## src/hdl/crc_checked_frame_deframer_defines.svh

```systemverilog
// ----------------------------------------------------------------------------
// Assertion macros for the CRC checked frame deframer
// Concurrent checks for simulation; empty when SYNTHESIS is defined.
// ----------------------------------------------------------------------------
`ifndef CRC_CHECKED_FRAME_DEFRAMER_DEFINES_SVH
`define CRC_CHECKED_FRAME_DEFRAMER_DEFINES_SVH

`ifndef SYNTHESIS

// same-cycle implication, disabled during reset
`define CCFD_ASSERT_IMPL(label, clk, rst, ante, cons) \
  label: assert property (@(posedge clk) disable iff (rst) (ante) |-> (cons)) \
    else $error("ccfd assertion failed");

// next-cycle implication, disabled during reset
`define CCFD_ASSERT_NEXT(label, clk, rst, ante, cons) \
  label: assert property (@(posedge clk) disable iff (rst) (ante) |=> (cons)) \
    else $error("ccfd assertion failed");

`else

`define CCFD_ASSERT_IMPL(label, clk, rst, ante, cons)
`define CCFD_ASSERT_NEXT(label, clk, rst, ante, cons)

`endif

`endif

```

## src/hdl/ccfd_pkg.sv

```systemverilog
`timescale 1ns / 1ps
// ----------------------------------------------------------------------------
// ccfd_pkg
// Shared constants and types of the CRC checked frame deframer.
// ----------------------------------------------------------------------------
package ccfd_pkg;

  localparam logic [15:0] START_MARKER_RESET = 16'h6655;
  localparam logic [15:0] CRC_POLY           = 16'h1021;

  typedef enum logic [1:0] {
    ST_OK      = 2'd0,
    ST_SHORT   = 2'd1,
    ST_BADMARK = 2'd2,
    ST_CRCBAD  = 2'd3
  } status_t;

  typedef struct packed {
    logic        is_status;
    logic [7:0]  payload_byte;
    logic [7:0]  frame_ctrl;
    logic [15:0] frame_seq;
    logic [7:0]  frame_cmd;
    logic [15:0] payload_length;
    status_t     status;
  } result_t;

endpackage

```

## src/hdl/ccfd_crc_byte.sv

```systemverilog
`timescale 1ns / 1ps
// ----------------------------------------------------------------------------
// ccfd_crc_byte
// Byte-wide CRC16-XMODEM update, MSB first, unrolled over eight bits.
// ----------------------------------------------------------------------------
module ccfd_crc_byte import ccfd_pkg::*; (
  input  logic [15:0] crc_in,
  input  logic [7:0]  data,
  output logic [15:0] crc_out
);

  always_comb begin
    logic [15:0] c;
    c = crc_in ^ {data, 8'h00};
    for (int i = 0; i < 8; i++) begin
      if (c[15]) begin
        c = {c[14:0], 1'b0} ^ CRC_POLY;
      end else begin
        c = {c[14:0], 1'b0};
      end
    end
    crc_out = c;
  end

endmodule

```

## src/hdl/ccfd_parser.sv

```systemverilog
`timescale 1ns / 1ps
// ----------------------------------------------------------------------------
// ccfd_parser
// Frame state machine: header capture, payload forwarding, CRC check.
// ----------------------------------------------------------------------------
`include "crc_checked_frame_deframer_defines.svh"

module ccfd_parser import ccfd_pkg::*; (
  input  logic        clk,
  input  logic        rst,
  input  logic        step,
  input  logic [7:0]  data_byte,
  input  logic        last,
  input  logic [15:0] start_marker,
  output logic        res_valid,
  output result_t     res
);

  typedef enum logic [2:0] {
    PH_FIRST   = 3'd0,
    PH_HEADER  = 3'd1,
    PH_PAYLOAD = 3'd2,
    PH_CRC_LO  = 3'd3,
    PH_CRC_HI  = 3'd4,
    PH_SKIP    = 3'd5,
    PH_BADMARK = 3'd6
  } phase_t;

  localparam logic [15:0] POS_MARKER_HI = 16'd1;
  localparam logic [15:0] POS_CTRL      = 16'd2;
  localparam logic [15:0] POS_LEN_LO    = 16'd3;
  localparam logic [15:0] POS_LEN_HI    = 16'd4;
  localparam logic [15:0] POS_SEQ_LO    = 16'd5;
  localparam logic [15:0] POS_SEQ_HI    = 16'd6;
  localparam logic [15:0] POS_BAD_LAST  = 16'd9;

  phase_t      phase, phase_next;
  logic [15:0] byte_position, byte_position_next;
  logic [15:0] running_crc, running_crc_next;
  logic [7:0]  held_ctrl, held_ctrl_next;
  logic [15:0] held_seq, held_seq_next;
  logic [7:0]  held_cmd, held_cmd_next;
  logic [15:0] held_length, held_length_next;
  logic [7:0]  held_low_byte, held_low_byte_next;

  logic [15:0] crc_seed, crc_upd;
  logic [15:0] pos_inc;
  logic        emit_status, emit_payload;
  status_t     code;

  assign crc_seed = (phase == PH_FIRST) ? 16'h0000 : running_crc;
  assign pos_inc  = byte_position + 16'd1;

  ccfd_crc_byte u_crc (
    .crc_in  (crc_seed),
    .data    (data_byte),
    .crc_out (crc_upd)
  );

  always_comb begin
    phase_next         = phase;
    byte_position_next = byte_position;
    running_crc_next   = running_crc;
    held_ctrl_next     = held_ctrl;
    held_seq_next      = held_seq;
    held_cmd_next      = held_cmd;
    held_length_next   = held_length;
    held_low_byte_next = held_low_byte;
    emit_status        = 1'b0;
    emit_payload       = 1'b0;
    code               = ST_SHORT;

    unique case (phase)
      PH_FIRST: begin
        held_ctrl_next     = 8'h00;
        held_seq_next      = 16'h0000;
        held_cmd_next      = 8'h00;
        held_length_next   = 16'h0000;
        held_low_byte_next = data_byte;
        running_crc_next   = crc_upd;
        byte_position_next = 16'd1;
        phase_next         = PH_HEADER;
        emit_status        = last;
      end
      PH_HEADER: begin
        running_crc_next = crc_upd;
        unique case (byte_position)
          POS_MARKER_HI: begin
            if ({data_byte, held_low_byte} != start_marker) phase_next = PH_BADMARK;
          end
          POS_CTRL:   held_ctrl_next = data_byte;
          POS_LEN_LO: held_low_byte_next = data_byte;
          POS_LEN_HI: held_length_next = {data_byte, held_low_byte};
          POS_SEQ_LO: held_low_byte_next = data_byte;
          POS_SEQ_HI: held_seq_next = {data_byte, held_low_byte};
          default: begin
            held_cmd_next = data_byte;
            phase_next    = (held_length == 16'd0) ? PH_CRC_LO : PH_PAYLOAD;
          end
        endcase
        byte_position_next = (phase_next == PH_PAYLOAD) ? 16'd0 : pos_inc;
        emit_status        = last;
      end
      PH_PAYLOAD: begin
        running_crc_next   = crc_upd;
        byte_position_next = pos_inc;
        if (pos_inc == held_length) phase_next = PH_CRC_LO;
        emit_status  = last;
        emit_payload = !last;
      end
      PH_CRC_LO: begin
        held_low_byte_next = data_byte;
        phase_next         = PH_CRC_HI;
        emit_status        = last;
      end
      PH_CRC_HI: begin
        emit_status = 1'b1;
        code = ({data_byte, held_low_byte} == running_crc) ? ST_OK : ST_CRCBAD;
      end
      PH_BADMARK: begin
        if (byte_position >= POS_BAD_LAST) begin
          emit_status = 1'b1;
          code        = ST_BADMARK;
        end else begin
          byte_position_next = pos_inc;
          emit_status        = last;
        end
      end
      default: begin
        if (last) phase_next = PH_FIRST;
      end
    endcase

    // a status ends the frame: wait for the end mark unless this is it
    if (emit_status) phase_next = last ? PH_FIRST : PH_SKIP;
  end

  always_comb begin
    res_valid = emit_status || emit_payload;
    res       = '0;
    if (emit_status) begin
      res.is_status      = 1'b1;
      res.frame_ctrl     = held_ctrl_next;
      res.frame_seq      = held_seq_next;
      res.frame_cmd      = held_cmd_next;
      res.payload_length = held_length_next;
      res.status         = code;
    end else begin
      res.payload_byte   = data_byte;
    end
  end

  always_ff @(posedge clk) begin
    if (rst) begin
      phase         <= PH_FIRST;
      byte_position <= 16'd0;
    end else if (step) begin
      phase         <= phase_next;
      byte_position <= byte_position_next;
      running_crc   <= running_crc_next;
      held_ctrl     <= held_ctrl_next;
      held_seq      <= held_seq_next;
      held_cmd      <= held_cmd_next;
      held_length   <= held_length_next;
      held_low_byte <= held_low_byte_next;
    end
  end

  `CCFD_ASSERT_IMPL(a_payload_only_in_payload, clk, rst,
    step && res_valid && !res.is_status, phase == PH_PAYLOAD)
  `CCFD_ASSERT_NEXT(a_status_ends_frame, clk, rst,
    step && res_valid && res.is_status, phase == PH_FIRST || phase == PH_SKIP)
  `CCFD_ASSERT_IMPL(a_badmark_from_badmark, clk, rst,
    step && res_valid && res.is_status && res.status == ST_BADMARK,
    phase == PH_BADMARK)
  `CCFD_ASSERT_IMPL(a_badmark_position, clk, rst,
    phase == PH_BADMARK, byte_position >= POS_CTRL && byte_position <= POS_BAD_LAST)

endmodule

```

## config.mk

```make
export PLATFORM = sky130hd
export DESIGN_NAME = ccfd_parser
export DESIGN_NICKNAME = d
export VERILOG_FILES = /design/src/hdl/ccfd_pkg.sv /design/src/hdl/ccfd_crc_byte.sv /design/src/hdl/ccfd_parser.sv
export VERILOG_INCLUDE_DIRS = /design/src /design/src/hdl
export SDC_FILE = /design/constraint.sdc
export NUM_CORES = 1
export LEC_CHECK = 0
export ABC_CLOCK_PERIOD_IN_PS = 5480
export BUFFER_PORTS_ARGS = -buffer_cell sky130_fd_sc_hd__buf_4
export CAP_MARGIN = 5
export CORE_MARGIN = 1.5
export CORE_UTILIZATION = 38
export DETAILED_ROUTE_END_ITERATION = 7
export GPL_TIMING_DRIVEN = 0
export SLEW_MARGIN = 15
export SYNTH_ARGS = -nofsm -noshare
export SYNTH_HDL_FRONTEND = slang
export SYNTH_SLANG_ARGS = --single-unit
```

## constraint.sdc

```tcl
create_clock -name clk -period 5.48 [get_ports clk]
set_input_delay 0.274 -clock clk [delete_from_list [all_inputs] [get_ports clk]]
set_output_delay 0.274 -clock clk [all_outputs]
set_load 0.005 [all_outputs]
```

==> results of run 1 <==
-- per-layer routing --
layer  up-vias  track usage
met2       172       0.3584
met4         0      0.06684
met1      2486       0.3105
li1       2349            -
met3        16      0.02657
met5         -            0
-- synth_stat cells (all sizes together), types with 17 or more instances --
library cell,count,area (um^2)
edfxtp,72,2162
o21ai,29,160.2
xnor2,46,402.9
nor2,22,85.09
dfxtp,19,380.4
nand3,17,85.08
a21oi,19,95.09
nand2,63,239.0
xor2,37,324.1
clkbuf,33,123.9
and2,61,381.6
a22o,39,342.8
-- report_power, final --
| part | switching, mW | total, mW | internal (mW) |
|---|---|---|---|
| sequential | 0.0305 | 0.825 | 0.795 |
| clock | 0.281 | 0.587 | 0.306 |
| combinational | 0.170 | 0.311 | 0.141 |
| total | 0.481 | 1.72 | 1.24 |
-- area by class of cell --
cell class	instances	area, um^2	area share
clock inverters	7	43.79	0.006211
plain buffers	47	214.0	0.03035
clock buffers	9	225.2	0.03194
repair buffers	91	718.2	0.1019
well taps	188	235.2	0.03336
inverters	15	56.30	0.007986
flip-flops and latches	91	2542	0.3606
multi-input cells	444	3015	0.4277
-- flip-flops by register name, indices dropped and copies added, names as in the netlist --
signal         flops
held_ctrl          8
byte_position     16
phase              3
held_cmd           8
running_crc       16
held_seq          16
held_length       16
held_low_byte      8
-- cells by family after synthesis --
| logic type | Yosys count | synth area share |
|---|---|---|
| mux | 1 | 0.001722 |
| compound gates | 126 | 0.1560 |
| buf+inv | 62 | 0.04648 |
| simple gates | 229 | 0.2227 |
| xor+xnor | 83 | 0.1250 |
| flops | 91 | 0.4373 |
| fa+ha+maj | 5 | 0.01076 |
-- how the worst max path moves through the flow --
stage / to / cells after the start
after floorplan: running_crc[0] / 3
after global placement: running_crc[12] / 3
after detailed placement: res[42] / 10
after CTS: res_valid / 10
after global routing: res[42] / 10
final: res[42] / 10
-- stage by stage --
stage | cell area, um^2 | utilization | worst slack [ns] | power, mW
floorplan | 5814 | - | 1.695 | 1.026
finish | 7051 | 0.4672 | 1.465 | 1.723
global placement | 6703 | 0.4442 | 0.4182 | 1.137
detailed placement | 6782 | 0.4494 | 1.899 | 1.148
CTS | 7051 | 0.4672 | 1.513 | 1.729
global route | 7051 | 0.4672 | 1.333 | 1.787
==> flow_summary.json, run 1 <==
{
  "status": "finished clean",
  "tightestPinTransition_ns": 0.8764,
  "layout_commonest_cell": "buf_4",
  "routed.top_layer": "met4",
  "cts_tree": "built",
  "crit_family": "compound AO/OA/AOI/OAI gates",
  "die_h_um": 126.7,
  "min_to": "held_low_byte[6]",
  "via_count": 5023,
  "wl_met1_um": 7975,
  "dp_hpwl_um": 12780,
  "firstDrtPassIters": 5,
  "cts-resized-gates": 0,
  "gp_congestion": 0.8996,
  "clock_latency_ns": 0.35,
  "drt_wl_total_um": 17320,
  "n_antenna_cell": 0,
  "finalSetupViolations": 0,
  "cts_hold_buf": 0,
  "hold_start": "data_byte[6]",
  "r2r_setup_slack_ns": 2.40,
  "ys_ff_latch": 91,
  "dp_cells": 876,
  "reg2regPathDepth": 9,
  "met2_wirelength_um": 8256,
  "rsz0062_at_grt": "no",
  "htree_num_levels": 3,
  "peakVddDrop_mv": 0.1471,
  "critPathArrivalTime_ns": 3.74,
  "antenna_found_initial": 0,
  "rows": 45,
  "fin_worst_skew_ns": 0.007084,
  "slowest_stage": "dfxtp_1",
  "final_antenna_net_count": 0,
  "nets": 732,
  "crit_path_max_incr_delay_ns": 0.49,
  "drtIter0Drc": 436,
  "final_cell_mix": "buf_4, edfxtp_1, nand2_1",
  "io_buffers": 87,
  "crit_type": "reg2out",
  "core-area_um2": 15090,
  "required_ns": 5.21,
  "p_leak_nw": 2.708,
  "n_fill_cell": 1447,
  "max_freq_mhz": 249.1,
  "cts-root-buf": "clkbuf_16",
  "synth_enable_flop_cells": 72,
  "area_growth_pct": 21.26,
  "powerDensity_nw_per_um2": 244.3,
  "timing.critical_path.mode_cell": "inv_1",
  "synth_area_per_cell_um2": 9.739,
  "slew_violations": 0,
  "wl_met3_um": 843,
  "grt_pass1_wl_um": 27300,
  "vias_per_cell": 5.631,
  "wl_per_cell_um": 19.42,
  "path_max_fanout": 10,
  "mappedNetlistArea_um2": 5814,
  "grtUsageTotal": 0.2208,
  "path_cells": "inv_1, ha_1, or3b_2, a2111o_1, o21ai_1, a22o_2, inv_1, clkbuf_1, and2_1, buf_4",
  "synthesis.nets": 630,
  "cp-startpoint": "byte_position[1]",
  "cts_inserted_buffers": 9,
  "overflow": 0,
  "period_share": 0.7326,
  "hold_class": "in2reg",
  "period_minus_slack_ns": 4.015,
  "cp-end-kind": "output port",
  "tns_ns": 0,
  "die_area_um2": 16050,
  "clockBufferDepth": 2,
  "r2r-end": "byte_position[15]",
  "grt_max_degree": 21,
  "slew_headroom": 0.4158,
  "whs_path_depth": 1,
  "die_w_um": 126.7,
  "setup.worst_path.start_class": "register",
  "clkTransAtPathRegs_ns": 0.07,
  "synth_warnings": 0,
  "finalHoldViolations": 0,
  "ys.flop_type": "edfxtp_1",
  "synthDistinctLibCells": 64,
  "instances_no_fill": 892,
  "drive_above_1_share": 0.1989,
  "syn_inst": 597,
  "drc_errors": 0,
  "ios": 88,
  "yosysSeqAreaShare": 0.4373,
  "cts.sinks": 91,
  "worst_hold_slack_ns": 0.1032,
  "r2r_start": "byte_position[1]",
  "postSynth.asyncResetShare": 0,
  "maxCapViolCount": 0,
  "first_global_vias": 4804,
  "worst-path-buf-inv": 4,
  "start_util": 0.3853,
  "postCtsSetupBuffers": 0
}
Note: power is estimated with default switching activity, not from simulation.
==> inputs of run 2 (changes only) <==
- ABC_CLOCK_PERIOD_IN_PS: 5480 -> 3500
- clock period: 5.48 -> 3.5 ns (I/O delays scaled with it)
==> run 2 against run 1 <==
  * Flip-flop and latch count stayed put
  * Routed wire length hardly changed
  * First-iteration DRC count is 8.9% lower
  * Clock-buffer cell count stayed put
  * Die area stayed put
  * Sequential share of layout area is 0.77 points lower
  * Clock power is 84% higher
  * Critical path depth stayed put
  * Critical path type unchanged
==> flow_summary.json, run 2 (same netlist as run 1, synthesis figures left out) <==
{
  "finalSetupViolations": 0,
  "n_antenna_cell": 0,
  "drt_wl_total_um": 17330,
  "peakVddDrop_mv": 0.2395,
  "drtIter0Drc": 397,
  "slowest_stage": "or3b_2",
  "cts_tree": "built",
  "seq_power_share": 0.451,
  "r2r-end": "byte_position[11]",
  "antenna_found_initial": 0,
  "dp_hpwl_um": 12540,
  "drive_above_1_share": 0.2065,
  "wl_per_cell_um": 19.25,
  "postLayoutSetupSlackWorst_ns": 0.1244,
  "post-place-ws_ns": 0.02801,
  "drc_errors": 0,
  "worst-path-buf-inv": 4,
  "r2r_setup_slack_ns": 0.74,
  "cts-root-buf": "clkbuf_16",
  "maxCapViolCount": 0,
  "overflow": 0,
  "max_freq_mhz": 296.2,
  "cts.sinks": 91,
  "die_area_um2": 16050,
  "path_cells": "inv_1, ha_1, or3b_2, a2111o_1, o21ai_4, a22o_4, inv_1, buf_2, or2_1, buf_4",
  "timing.critical_path.mode_cell": "inv_1",
  "clkTransAtPathRegs_ns": 0.07,
  "p_sw_frac": 0.2680,
  "vias_per_cell": 5.578,
  "setup.worst_path.start_class": "register",
  "final_cell_area_um2": 7207,
  "layout_commonest_cell": "buf_4",
  "whs_path_depth": 2,
  "finalHoldViolations": 0,
  "cts_inserted_buffers": 9,
  "hold_class": "in2reg",
  "crit_path_max_incr_delay_ns": 0.46,
  "required_ns": 3.32,
  "nets": 741,
  "period_minus_slack_ns": 3.376,
  "combPwrFrac": 0.172,
  "die_w_um": 126.7,
  "ios": 88,
  "firstDrtPassIters": 5,
  "grtUsageTotal": 0.2199,
  "htree_num_levels": 3,
  "crit_family": "compound AO/OA/AOI/OAI gates",
  "cp-startpoint": "byte_position[1]",
  "start_util": 0.3853,
  "grt_max_degree": 19,
  "p_clk_frac": 0.377,
  "dpl-instance-area_um2": 6782,
  "reg2regPathDepth": 9,
  "rows": 45,
  "final_antenna_net_count": 0,
  "gp_congestion": 0.9042,
  "slew_violations": 0,
  "final_cell_mix": "buf_4, edfxtp_1, nand2_1",
  "crit_type": "reg2out",
  "core-area_um2": 15090,
  "p_leak_nw": 2.786,
  "fin_worst_skew_ns": 0.007457,
  "powerDensity_nw_per_um2": 397.6,
  "r2r_start": "byte_position[1]",
  "via_count": 5020,
  "min_to": "byte_position[2]",
  "period_share": 0.9645,
  "area_growth_pct": 23.95,
  "tightestPinTransition_ns": 0.8594,
  "io_buffers": 87,
  "first_global_vias": 4920,
  "clock_latency_ns": 0.36,
  "die_h_um": 126.7,
  "p_int_mw": 2.097,
  "hold_start": "step",
  "rsz0062_at_grt": "no",
  "path_max_fanout": 10,
  "power.total_mw": 2.865,
  "clockBufferDepth": 2,
  "cp-end-kind": "output port",
  "p_switching_mw": 0.7679,
  "slew_headroom": 0.4271,
  "n_fill_cell": 1428,
  "critPathArrivalTime_ns": 3.20,
  "status": "finished clean",
  "grt_pass1_wl_um": 27090
}
## run 2: per-stage QoR
step	utilization	setup TNS, ns	std cells	hold WS (ns)
3_5_place_dp	0.4494	0	876	0.3628
5_1_grt	0.4776	0	900	0.05344
3_3_place_gp	0.4443	-44.63	872	0.3627
4_1_cts	0.4765	0	899	0.03702
6_report	0.4776	0	900	0.04419
2_1_floorplan	-	0	597	0.2739
## run 2: routing by layer
metal / GRT usage / vias to the layer above / share of wire
met3: 0.03037 / 22 / 0.049
met1: 0.3049 / 2452 / 0.46
met5: 0 / - / 0
met4: 0.08155 / 0 / 0.020
met2: 0.3520 / 176 / 0.47
li1: - / 2370 / -
## run 2: what timing repair did
| item | 4_1_cts | 5_1_grt |
|---|---|---|
| setup buffers | 0 | 1 |
| cloned | 0 | 0 |
| endpoints found under the setup margin | 50 | 40 |
| gates resized for setup | 5 | 4 |
| hold buffers | 8 | 0 |
| hold endpoints to repair | 8 | 0 |
| pin swaps | 1 | 1 |
## run 2: power by group through the flow
stage / Combinational (mW) / Clock [mW] / Sequential [mW]
floorplan: 0.307 / 0 / 1.30
global placement: 0.460 / 0 / 1.32
detailed placement: 0.479 / 0 / 1.32
CTS: 0.490 / 1.09 / 1.29
global route: 0.540 / 1.13 / 1.30
finish: 0.493 / 1.08 / 1.29
## run 2: cell type report
cell class              count  area [um^2]  area share
multi-input cells         444         3034      0.4210
flip-flops and latches     91         2544      0.3530
well taps                 188        235.2     0.03264
plain buffers              47        217.7     0.03021
inverters                  15        56.30    0.007813
repair buffers            100        805.8      0.1118
clock inverters             6        88.84     0.01233
clock buffers               9        225.2     0.03125
## run 2: worst max path at each step
stage | end | slack [ns] | cells past startpoint
final | res_valid | 0.12 | 10
after CTS | res_valid | 0.01 | 10
after global placement | held_low_byte[5] | -1.34 | 4
after global routing | res_valid | 0.009 | 10
after detailed placement | res_valid | 0.03 | 10
after floorplan | held_low_byte[0] | 0.13 | 3
